## src/tcptmr_pkg.sv

```systemverilog
package tcptmr_pkg;

  // Timer action reported per connection record
  typedef enum logic [2:0] {
    ACT_NONE     = 3'd0,
    ACT_RETX     = 3'd1,
    ACT_RST_FREE = 3'd2,
    ACT_FREE     = 3'd3,
    ACT_FIN      = 3'd4
  } action_e;

  // Connection state codes
  localparam logic [3:0] ST_CLOSED      = 4'd0;
  localparam logic [3:0] ST_LISTEN      = 4'd1;
  localparam logic [3:0] ST_SYN_SENT    = 4'd2;
  localparam logic [3:0] ST_SYN_RCVD    = 4'd3;
  localparam logic [3:0] ST_ESTAB       = 4'd4;
  localparam logic [3:0] ST_FIN_WAIT1   = 4'd5;
  localparam logic [3:0] ST_FIN_WAIT2   = 4'd6;
  localparam logic [3:0] ST_CLOSE_WAIT  = 4'd7;
  localparam logic [3:0] ST_CLOSING     = 4'd8;
  localparam logic [3:0] ST_LAST_ACK    = 4'd9;
  localparam logic [3:0] ST_TIME_WAIT   = 4'd10;

  // Request types
  localparam logic REQ_TIME = 1'b0;
  localparam logic REQ_CONN = 1'b1;

  // Register indexes
  localparam int unsigned CfgIdxW = 3;
  localparam int unsigned CfgDataW = 40;
  localparam logic [CfgIdxW-1:0] REG_RETX_INTERVAL    = 3'd0;
  localparam logic [CfgIdxW-1:0] REG_TIME_WAIT_LIMIT  = 3'd1;
  localparam logic [CfgIdxW-1:0] REG_IDLE_LIMIT       = 3'd2;
  localparam logic [CfgIdxW-1:0] REG_CLOSE_WAIT_LIMIT = 3'd3;
  localparam logic [CfgIdxW-1:0] REG_RETX_CAP         = 3'd4;
  localparam logic [CfgIdxW-1:0] REG_TSC_PER_TICK     = 3'd5;

  // Register reset values
  localparam logic [31:0] RETX_INTERVAL_RST    = 32'd1000;
  localparam logic [31:0] TIME_WAIT_LIMIT_RST  = 32'd4000;
  localparam logic [31:0] IDLE_LIMIT_RST       = 32'd30000;
  localparam logic [31:0] CLOSE_WAIT_LIMIT_RST = 32'd2000;
  localparam logic [7:0]  RETX_CAP_RST         = 8'd8;
  localparam logic [39:0] TSC_PER_TICK_RST     = 40'd2400000;

  // Limits that the judge needs
  typedef struct packed {
    logic [31:0] retx_interval;
    logic [31:0] time_wait_limit;
    logic [31:0] idle_limit;
    logic [31:0] close_wait_limit;
    logic [7:0]  retx_cap;
  } limits_t;

  // One connection record
  typedef struct packed {
    logic [3:0]  conn_state;
    logic [31:0] unacked_seq;
    logic [31:0] next_seq;
    logic [31:0] last_send_tick;
    logic [31:0] time_wait_start;
    logic [7:0]  retx_tries;
    logic        is_protected;
  } conn_t;

  // Judge verdict
  typedef struct packed {
    action_e    action;
    logic [7:0] new_retx_tries;
  } verdict_t;

endpackage

```

## src/tcptmr_judge.sv

```systemverilog
module tcptmr_judge (
  input  tcptmr_pkg::limits_t  limits_i,
  input  tcptmr_pkg::conn_t    conn_i,
  input  logic [31:0]          now_tick_i,
  output tcptmr_pkg::verdict_t verdict_o
);

  logic [31:0] gap;
  logic [31:0] sent_el;
  logic [31:0] tw_el;
  logic        pending;
  logic        acked;
  logic        retx_due;
  logic [7:0]  tries_inc;

  // Elapsed ticks wrap at 32 bits
  assign sent_el   = now_tick_i - conn_i.last_send_tick;
  assign tw_el     = now_tick_i - conn_i.time_wait_start;
  assign gap       = conn_i.next_seq - conn_i.unacked_seq;
  assign acked     = (gap == 32'd0);
  assign pending   = !acked && !gap[31];
  assign retx_due  = pending && (sent_el > limits_i.retx_interval);
  assign tries_inc = (conn_i.retx_tries == 8'hFF) ? 8'hFF : conn_i.retx_tries + 8'd1;

  always_comb begin
    verdict_o.action         = tcptmr_pkg::ACT_NONE;
    verdict_o.new_retx_tries = conn_i.retx_tries;
    case (conn_i.conn_state) inside
      tcptmr_pkg::ST_SYN_SENT, tcptmr_pkg::ST_SYN_RCVD, tcptmr_pkg::ST_ESTAB: begin
        if (retx_due) begin
          if (conn_i.retx_tries >= limits_i.retx_cap) begin
            verdict_o.action = tcptmr_pkg::ACT_RST_FREE;
          end else begin
            verdict_o.action         = tcptmr_pkg::ACT_RETX;
            verdict_o.new_retx_tries = tries_inc;
          end
        end else if (conn_i.conn_state == tcptmr_pkg::ST_ESTAB && acked &&
                     sent_el > limits_i.idle_limit && !conn_i.is_protected) begin
          // idle reap
          verdict_o.action = tcptmr_pkg::ACT_RST_FREE;
        end
      end
      tcptmr_pkg::ST_CLOSE_WAIT: begin
        if (sent_el > limits_i.close_wait_limit && !conn_i.is_protected) begin
          verdict_o.action = tcptmr_pkg::ACT_FIN;
        end
      end
      tcptmr_pkg::ST_FIN_WAIT1, tcptmr_pkg::ST_FIN_WAIT2,
      tcptmr_pkg::ST_CLOSING, tcptmr_pkg::ST_LAST_ACK: begin
        // stalled close, freed even when protected
        if (sent_el > limits_i.idle_limit) begin
          verdict_o.action = tcptmr_pkg::ACT_FREE;
        end
      end
      tcptmr_pkg::ST_TIME_WAIT: begin
        if (tw_el > limits_i.time_wait_limit) begin
          verdict_o.action = tcptmr_pkg::ACT_FREE;
        end
      end
      default: begin
        verdict_o.action = tcptmr_pkg::ACT_NONE;
      end
    endcase
  end

endmodule

```

## src/tcp_connection_timer_policy.sv

```systemverilog
// TCP connection timer policy. Each input beat is either a time sample
// (req_type 0) or a connection record (req_type 1) and yields exactly one
// result beat. A nonzero time sample advances the tick counter once the time
// stamp has moved on by at least tsc_per_tick since the last latched sample
// (the first one only latches); a zero sample always advances it. A record
// is judged against the current tick with wrapping 32-bit elapsed times. The
// block takes one beat per cycle while its result is not stalled. An accepted
// beat sits in the input register, then moves into the result register and
// drives out_valid_o from then on; a stalled result holds both registers.
// Tick state is updated as a beat moves from the input register to the
// result register, so every record sees the ticks of all earlier samples.
// Write configuration registers only while no beat is in flight.
module tcp_connection_timer_policy #(
  parameter int unsigned TICK_BITS = 32
) (
  input  logic                                  clk_i,
  input  logic                                  rst_ni,
  // configuration
  input  logic                                  cfg_we_i,
  input  logic [tcptmr_pkg::CfgIdxW-1:0]        cfg_idx_i,
  input  logic [tcptmr_pkg::CfgDataW-1:0]       cfg_wdata_i,
  // input channel
  input  logic                                  in_valid_i,
  output logic                                  in_stall_o,
  input  logic                                  req_type_i,
  input  logic [63:0]                           tsc_now_i,
  input  logic [3:0]                            conn_state_i,
  input  logic [31:0]                           unacked_seq_i,
  input  logic [31:0]                           next_seq_i,
  input  logic [31:0]                           last_send_tick_i,
  input  logic [31:0]                           time_wait_start_i,
  input  logic [7:0]                            retx_tries_i,
  input  logic                                  is_protected_i,
  // output channel
  output logic                                  out_valid_o,
  input  logic                                  out_stall_i,
  output logic [2:0]                            action_o,
  output logic [7:0]                            new_retx_tries_o,
  output logic                                  tick_advanced_o,
  output logic [31:0]                           now_tick_o
);

  // Configuration registers
  tcptmr_pkg::limits_t limits_q;
  logic [39:0]         tsc_per_tick_q;

  always_ff @(posedge clk_i or negedge rst_ni) begin
    if (!rst_ni) begin
      limits_q.retx_interval    <= tcptmr_pkg::RETX_INTERVAL_RST;
      limits_q.time_wait_limit  <= tcptmr_pkg::TIME_WAIT_LIMIT_RST;
      limits_q.idle_limit       <= tcptmr_pkg::IDLE_LIMIT_RST;
      limits_q.close_wait_limit <= tcptmr_pkg::CLOSE_WAIT_LIMIT_RST;
      limits_q.retx_cap         <= tcptmr_pkg::RETX_CAP_RST;
      tsc_per_tick_q            <= tcptmr_pkg::TSC_PER_TICK_RST;
    end else if (cfg_we_i) begin
      unique case (cfg_idx_i)
        tcptmr_pkg::REG_RETX_INTERVAL:    limits_q.retx_interval    <= cfg_wdata_i[31:0];
        tcptmr_pkg::REG_TIME_WAIT_LIMIT:  limits_q.time_wait_limit  <= cfg_wdata_i[31:0];
        tcptmr_pkg::REG_IDLE_LIMIT:       limits_q.idle_limit       <= cfg_wdata_i[31:0];
        tcptmr_pkg::REG_CLOSE_WAIT_LIMIT: limits_q.close_wait_limit <= cfg_wdata_i[31:0];
        tcptmr_pkg::REG_RETX_CAP:         limits_q.retx_cap         <= cfg_wdata_i[7:0];
        tcptmr_pkg::REG_TSC_PER_TICK:     tsc_per_tick_q            <= cfg_wdata_i;
        default: ;
      endcase
    end
  end

  // Input register
  logic                in_vld_q;
  logic                req_type_q;
  logic [63:0]         tsc_now_q;
  tcptmr_pkg::conn_t   conn_q;
  logic                adv;
  logic                in_load;

  // result stage moves when empty or its beat is taken
  assign adv        = !out_valid_o || !out_stall_i;
  assign in_stall_o = in_vld_q && !adv;
  assign in_load    = in_valid_i && !in_stall_o;

  always_ff @(posedge clk_i or negedge rst_ni) begin
    if (!rst_ni) begin
      in_vld_q <= 1'b0;
    end else if (adv || !in_vld_q) begin
      in_vld_q <= in_valid_i;
    end
  end

  always_ff @(posedge clk_i) begin
    if (in_load) begin
      req_type_q             <= req_type_i;
      tsc_now_q              <= tsc_now_i;
      conn_q.conn_state      <= conn_state_i;
      conn_q.unacked_seq     <= unacked_seq_i;
      conn_q.next_seq        <= next_seq_i;
      conn_q.last_send_tick  <= last_send_tick_i;
      conn_q.time_wait_start <= time_wait_start_i;
      conn_q.retx_tries      <= retx_tries_i;
      conn_q.is_protected    <= is_protected_i;
    end
  end

  // Tick state
  logic [63:0]          last_cyc_q, last_cyc_d;
  logic [TICK_BITS-1:0] tick_q, tick_d;
  logic [63:0]          base_cyc;
  logic [63:0]          cyc_diff;
  logic                 go;
  logic                 fire;
  logic                 is_time;

  assign fire    = in_vld_q && adv;
  assign is_time = (req_type_q == tcptmr_pkg::REQ_TIME);

  // throttle: first nonzero sample latches, zero sample always advances
  always_comb begin
    base_cyc   = (last_cyc_q == 64'd0) ? tsc_now_q : last_cyc_q;
    cyc_diff   = tsc_now_q - base_cyc;
    go         = 1'b1;
    last_cyc_d = last_cyc_q;
    if (tsc_now_q != 64'd0) begin
      if (cyc_diff < {24'd0, tsc_per_tick_q}) begin
        go         = 1'b0;
        last_cyc_d = base_cyc;
      end else begin
        last_cyc_d = tsc_now_q;
      end
    end
    tick_d = go ? tick_q + TICK_BITS'(1) : tick_q;
  end

  always_ff @(posedge clk_i or negedge rst_ni) begin
    if (!rst_ni) begin
      last_cyc_q <= 64'd0;
      tick_q     <= '0;
    end else if (fire && is_time) begin
      last_cyc_q <= last_cyc_d;
      tick_q     <= tick_d;
    end
  end

  // Connection judge
  tcptmr_pkg::verdict_t verdict;

  tcptmr_judge u_judge (
    .limits_i   (limits_q),
    .conn_i     (conn_q),
    .now_tick_i (32'(tick_q)),
    .verdict_o  (verdict)
  );

  // Result register
  logic out_vld_q;

  always_ff @(posedge clk_i or negedge rst_ni) begin
    if (!rst_ni) begin
      out_vld_q <= 1'b0;
    end else if (adv) begin
      out_vld_q <= in_vld_q;
    end
  end

  always_ff @(posedge clk_i) begin
    if (fire) begin
      if (is_time) begin
        action_o         <= tcptmr_pkg::ACT_NONE;
        new_retx_tries_o <= 8'd0;
        tick_advanced_o  <= go;
        now_tick_o       <= 32'(tick_d);
      end else begin
        action_o         <= verdict.action;
        new_retx_tries_o <= verdict.new_retx_tries;
        tick_advanced_o  <= 1'b0;
        now_tick_o       <= 32'(tick_q);
      end
    end
  end

  assign out_valid_o = out_vld_q;

endmodule

```

## config.mk

```make
export PLATFORM = sky130hd
export DESIGN_NAME = tcp_connection_timer_policy
export DESIGN_NICKNAME = d
export VERILOG_FILES = /design/src/tcptmr_pkg.sv /design/src/tcptmr_judge.sv /design/src/tcp_connection_timer_policy.sv
export SDC_FILE = /design/constraint.sdc
export NUM_CORES = 1
export LEC_CHECK = 0
export BUFFER_PORTS_ARGS = -buffer_cell sky130_fd_sc_hd__buf_2
export CORE_UTILIZATION = 49
export DETAILED_ROUTE_END_ITERATION = 16
export GPL_TIMING_DRIVEN = 0
export HOLD_SLACK_MARGIN = 0.06
export PLACE_DENSITY_LB_ADDON = 0.05
export SLEW_MARGIN = 30
export SYNTH_ARGS = -nofsm -noshare
export SYNTH_HDL_FRONTEND = slang
export SYNTH_SLANG_ARGS = --single-unit
```

## constraint.sdc

```tcl
create_clock -name clk_i -period 9.7 [get_ports clk_i]
set_input_delay 2.425 -clock clk_i [delete_from_list [all_inputs] [get_ports clk_i]]
set_output_delay 2.425 -clock clk_i [all_outputs]
set_load 0.01 [all_outputs]
```

==> results.json <==
{
  "dieArea_sq_um": 69500,
  "numCtsBuffers": 58,
  "synth.most_common_cell": "ha_1",
  "r2r-start": "last_cyc_q[0]",
  "cp-start-kind": "flip-flop",
  "cp-end-kind": "flip-flop",
  "setup_ws_ps": 285,
  "drc": 0,
  "critPathMaxFanout": 10,
  "core_sq_um": 67400,
  "skew_ps": 31.7,
  "cts.path.max_buffers": 3,
  "num_vias": 27700,
  "layout_min_cycle_time_ps": 9410,
  "critPathLaunch": "last_cyc_q[0]",
  "grt_pass1_vias": 27500,
  "syn2layout_area_growth_pct": 14.8,
  "fin_area_sq_um": 38500,
  "synthTopCellsByArea": "edfxtp_1, dfrtp_1, ha_1, a21oi_1, o21ai_0",
  "crit_arrival_ps": 9860,
  "overflow": 0,
  "yosysSeqAreaShare": 0.429,
  "start_util": 0.498,
  "fp-row-count": 95,
  "grt_max_degree": 85,
  "vias_per_cell": 5.80,
  "avgSynthCellArea_sq_um": 9.65,
  "final_nets": 4433,
  "maxCapViolations": 0,
  "min_from": "in_vld_q",
  "status": "completed",
  "drive_gt1_frac": 0.152,
  "r2r-end": "now_tick_o[15]",
  "async_flop_share": 0.523,
  "min_period_over_period": 0.971,
  "rrSetupSlack_ps": 290,
  "p_leak_uw": 0.0175,
  "grtUsageTotal": 0.286,
  "multiInputGateArea_sq_um": 17600,
  "synth_top_area_frac": 0.224,
  "drt_wl_total_mm": 100,
  "synth_edf_count": 250,
  "drv_slew": 0,
  "post-place-ws_ps": -2080,
  "setup_viol_count_final": 0,
  "gp_congestion": 0.934,
  "grt_first_pass_wirelength_mm": 155,
  "num-fill-cells": 5974,
  "slew_headroom": 0.298,
  "ant_nets": 0,
  "ys_types": 89,
  "die_y_microns": 264,
  "crit_type": "reg -> reg",
  "pin_count": 300,
  "finalHoldViolCount": 0,
  "final.setup.tns_ps": 0,
  "peakVddDrop_v": 0.000173,
  "cp.required_ps": 10150,
  "path_clk_slew_ps": 60,
  "avgRoutedWirePerCell_microns": 21.1,
  "cts_root_buf": "clkbuf_16",
  "timing.hold.worst.class": "reg -> reg",
  "htreeDepth": 2,
  "synth_seq_cells": 524,
  "path_common_cell": "a21oi_1",
  "hold_path_end": "out_valid_o",
  "power_density_nw_per_um2": 208,
  "max_stage_delay_ps": 590,
  "worstPathBufferInverterCount": 7,
  "max_slew.worst_pin.slew_ps": 1040,
  "synthTopCellsByCount": "ha_1, inv_1, nand2_1",
  "synth_cells": 3476,
  "yosysTopAreaCell": "edfxtp_1",
  "worstRegToRegCells": 36,
  "path_depth": 36,
  "cts_tree": "yes",
  "dr.pass1.iters": 6,
  "die_x_microns": 264,
  "clk_latency_ps": 650,
  "antenna_found_initial": 5,
  "cp_slowest_cell": "nor4_4",
  "ff_latch_area_sq_um": 14400,
  "dp_hpwl_mm": 79.6,
  "cp_top_family": "compound AO/OA/AOI/OAI gates",
  "initialDrtViolationCount": 2251,
  "fmax_mhz": 106,
  "yosys_most_used_dff": "edfxtp_1",
  "hold_ws_ps": 501,
  "rsz0062_at_grt": "false",
  "ctsHoldBuffers": 0,
  "ys_warn_count": 0,
  "portBuffers": 299,
  "placed_cell_area_sq_um": 36400,
  "holdPathStages": 1,
  "clock_sinks": 524,
  "synth_nets": 4062,
  "syn-cell-area_sq_um": 33500
}
area by class of cell:
| type | count | area share |
|---|---|---|
| diodes | 2 | 0.000130 |
| plain buffers | 107 | 0.0117 |
| clock buffers | 72 | 0.0407 |
| clock inverters | 37 | 0.0115 |
| inverters | 320 | 0.0312 |
| multi-input cells | 2525 | 0.457 |
| flip-flops and latches | 524 | 0.374 |
| well taps | 873 | 0.0284 |
| repair buffers | 311 | 0.0448 |
registers in the layout, summed over array words and instances (netlist names):
| signal | flops |
|---|---|
| in_vld_q | 1 |
| last_cyc_q | 64 |
| now_tick_o | 32 |
| req_type_q | 1 |
| tick_q | 32 |
| out_valid_o | 1 |
| tsc_now_q | 64 |
| limits_q | 136 |
| tsc_per_tick_q | 40 |
| new_retx_tries_o | 8 |
| action_o | 3 |
| conn_q | 141 |
| tick_advanced_o | 1 |
kinds of logic after synthesis:
| logic type | share of synthesized area |
|---|---|
| xor+xnor | 0.0441 |
| flops | 0.429 |
| mux | 0.0320 |
| fa+ha+maj | 0.125 |
| compound gates | 0.169 |
| buf+inv | 0.0487 |
| simple gates | 0.152 |
worst max-delay path by stage:
stage and endpoint:
3_5_place_dp now_tick_o[15], 2_1_floorplan conn_q[0], 5_1_grt now_tick_o[22], 6_report now_tick_o[15], 3_3_place_gp now_tick_o[12], 4_1_cts now_tick_o[15]
report_power, final:
part | switching (uW) | internal, uW | total [uW]
Sequential | 227 | 2680 | 2910
Combinational | 1630 | 1140 | 2770
Clock | 955 | 1360 | 2320
per-layer routing:
metal,global-route usage,routed length [microns]
met1,0.367,43400
met2,0.486,47900
met3,0.0327,4420
met4,0.128,4670
met5,0,61
placed cells by master, fill, tap and decap left out, types with 11 or more instances in the layout:
master and n:
nand2_1 319, buf_2 311, clkinv_1 11, and3_1 30, nor2_1 201, a22o_1 57
nand2b_1 50, edfxtp_1 250, a21o_1 73, o21a_1 46, o21ai_0 251, or2_2 21
or3_1 16, mux2_2 82, xor2_1 94, dfrtp_1 239, a311oi_1 11, ha_1 329
and2_1 19, nor2b_1 40, o21bai_1 17, clkbuf_1 90, a21oi_1 262, xnor2_1 75
a2111oi_0 15, nand3_1 51, inv_1 319, a31oi_1 33, nor3b_1 15, dfstp_2 34
nor4_1 51, o211ai_1 15, nand4_1 68, a211oi_1 17, nor3_1 102, clkbuf_16 59
per-stage QoR:
step                utilization  power (uW)  cells
detailed placement        0.540        5670   4656
global route              0.571        8500   4770
floorplan                     -        4810   3476
finish                    0.571        8000   4771
CTS                       0.571        8020   4768
global placement          0.536        5580   4648
what timing repair did:
| action | CTS | global route |
|---|---|---|
| gates resized for setup | 12 | 9 |
| endpoints found under the setup margin | 129 | 123 |
| setup buffers | 3 | 1 |
| pin swaps | 5 | 3 |
worst reg2reg max path, delay by kind of cell (launching register included):
family | cells | cell delay, ps
adders and majority gates | 2 | 570
xor gates and xnor gates | 2 | 420
buffers and inverters | 7 | 1590
and+or+nand+nor | 9 | 2760
AOI/OAI and AO/OA | 16 | 3470
DFF | 1 | 420
Note: power is estimated with default switching activity, not from simulation.
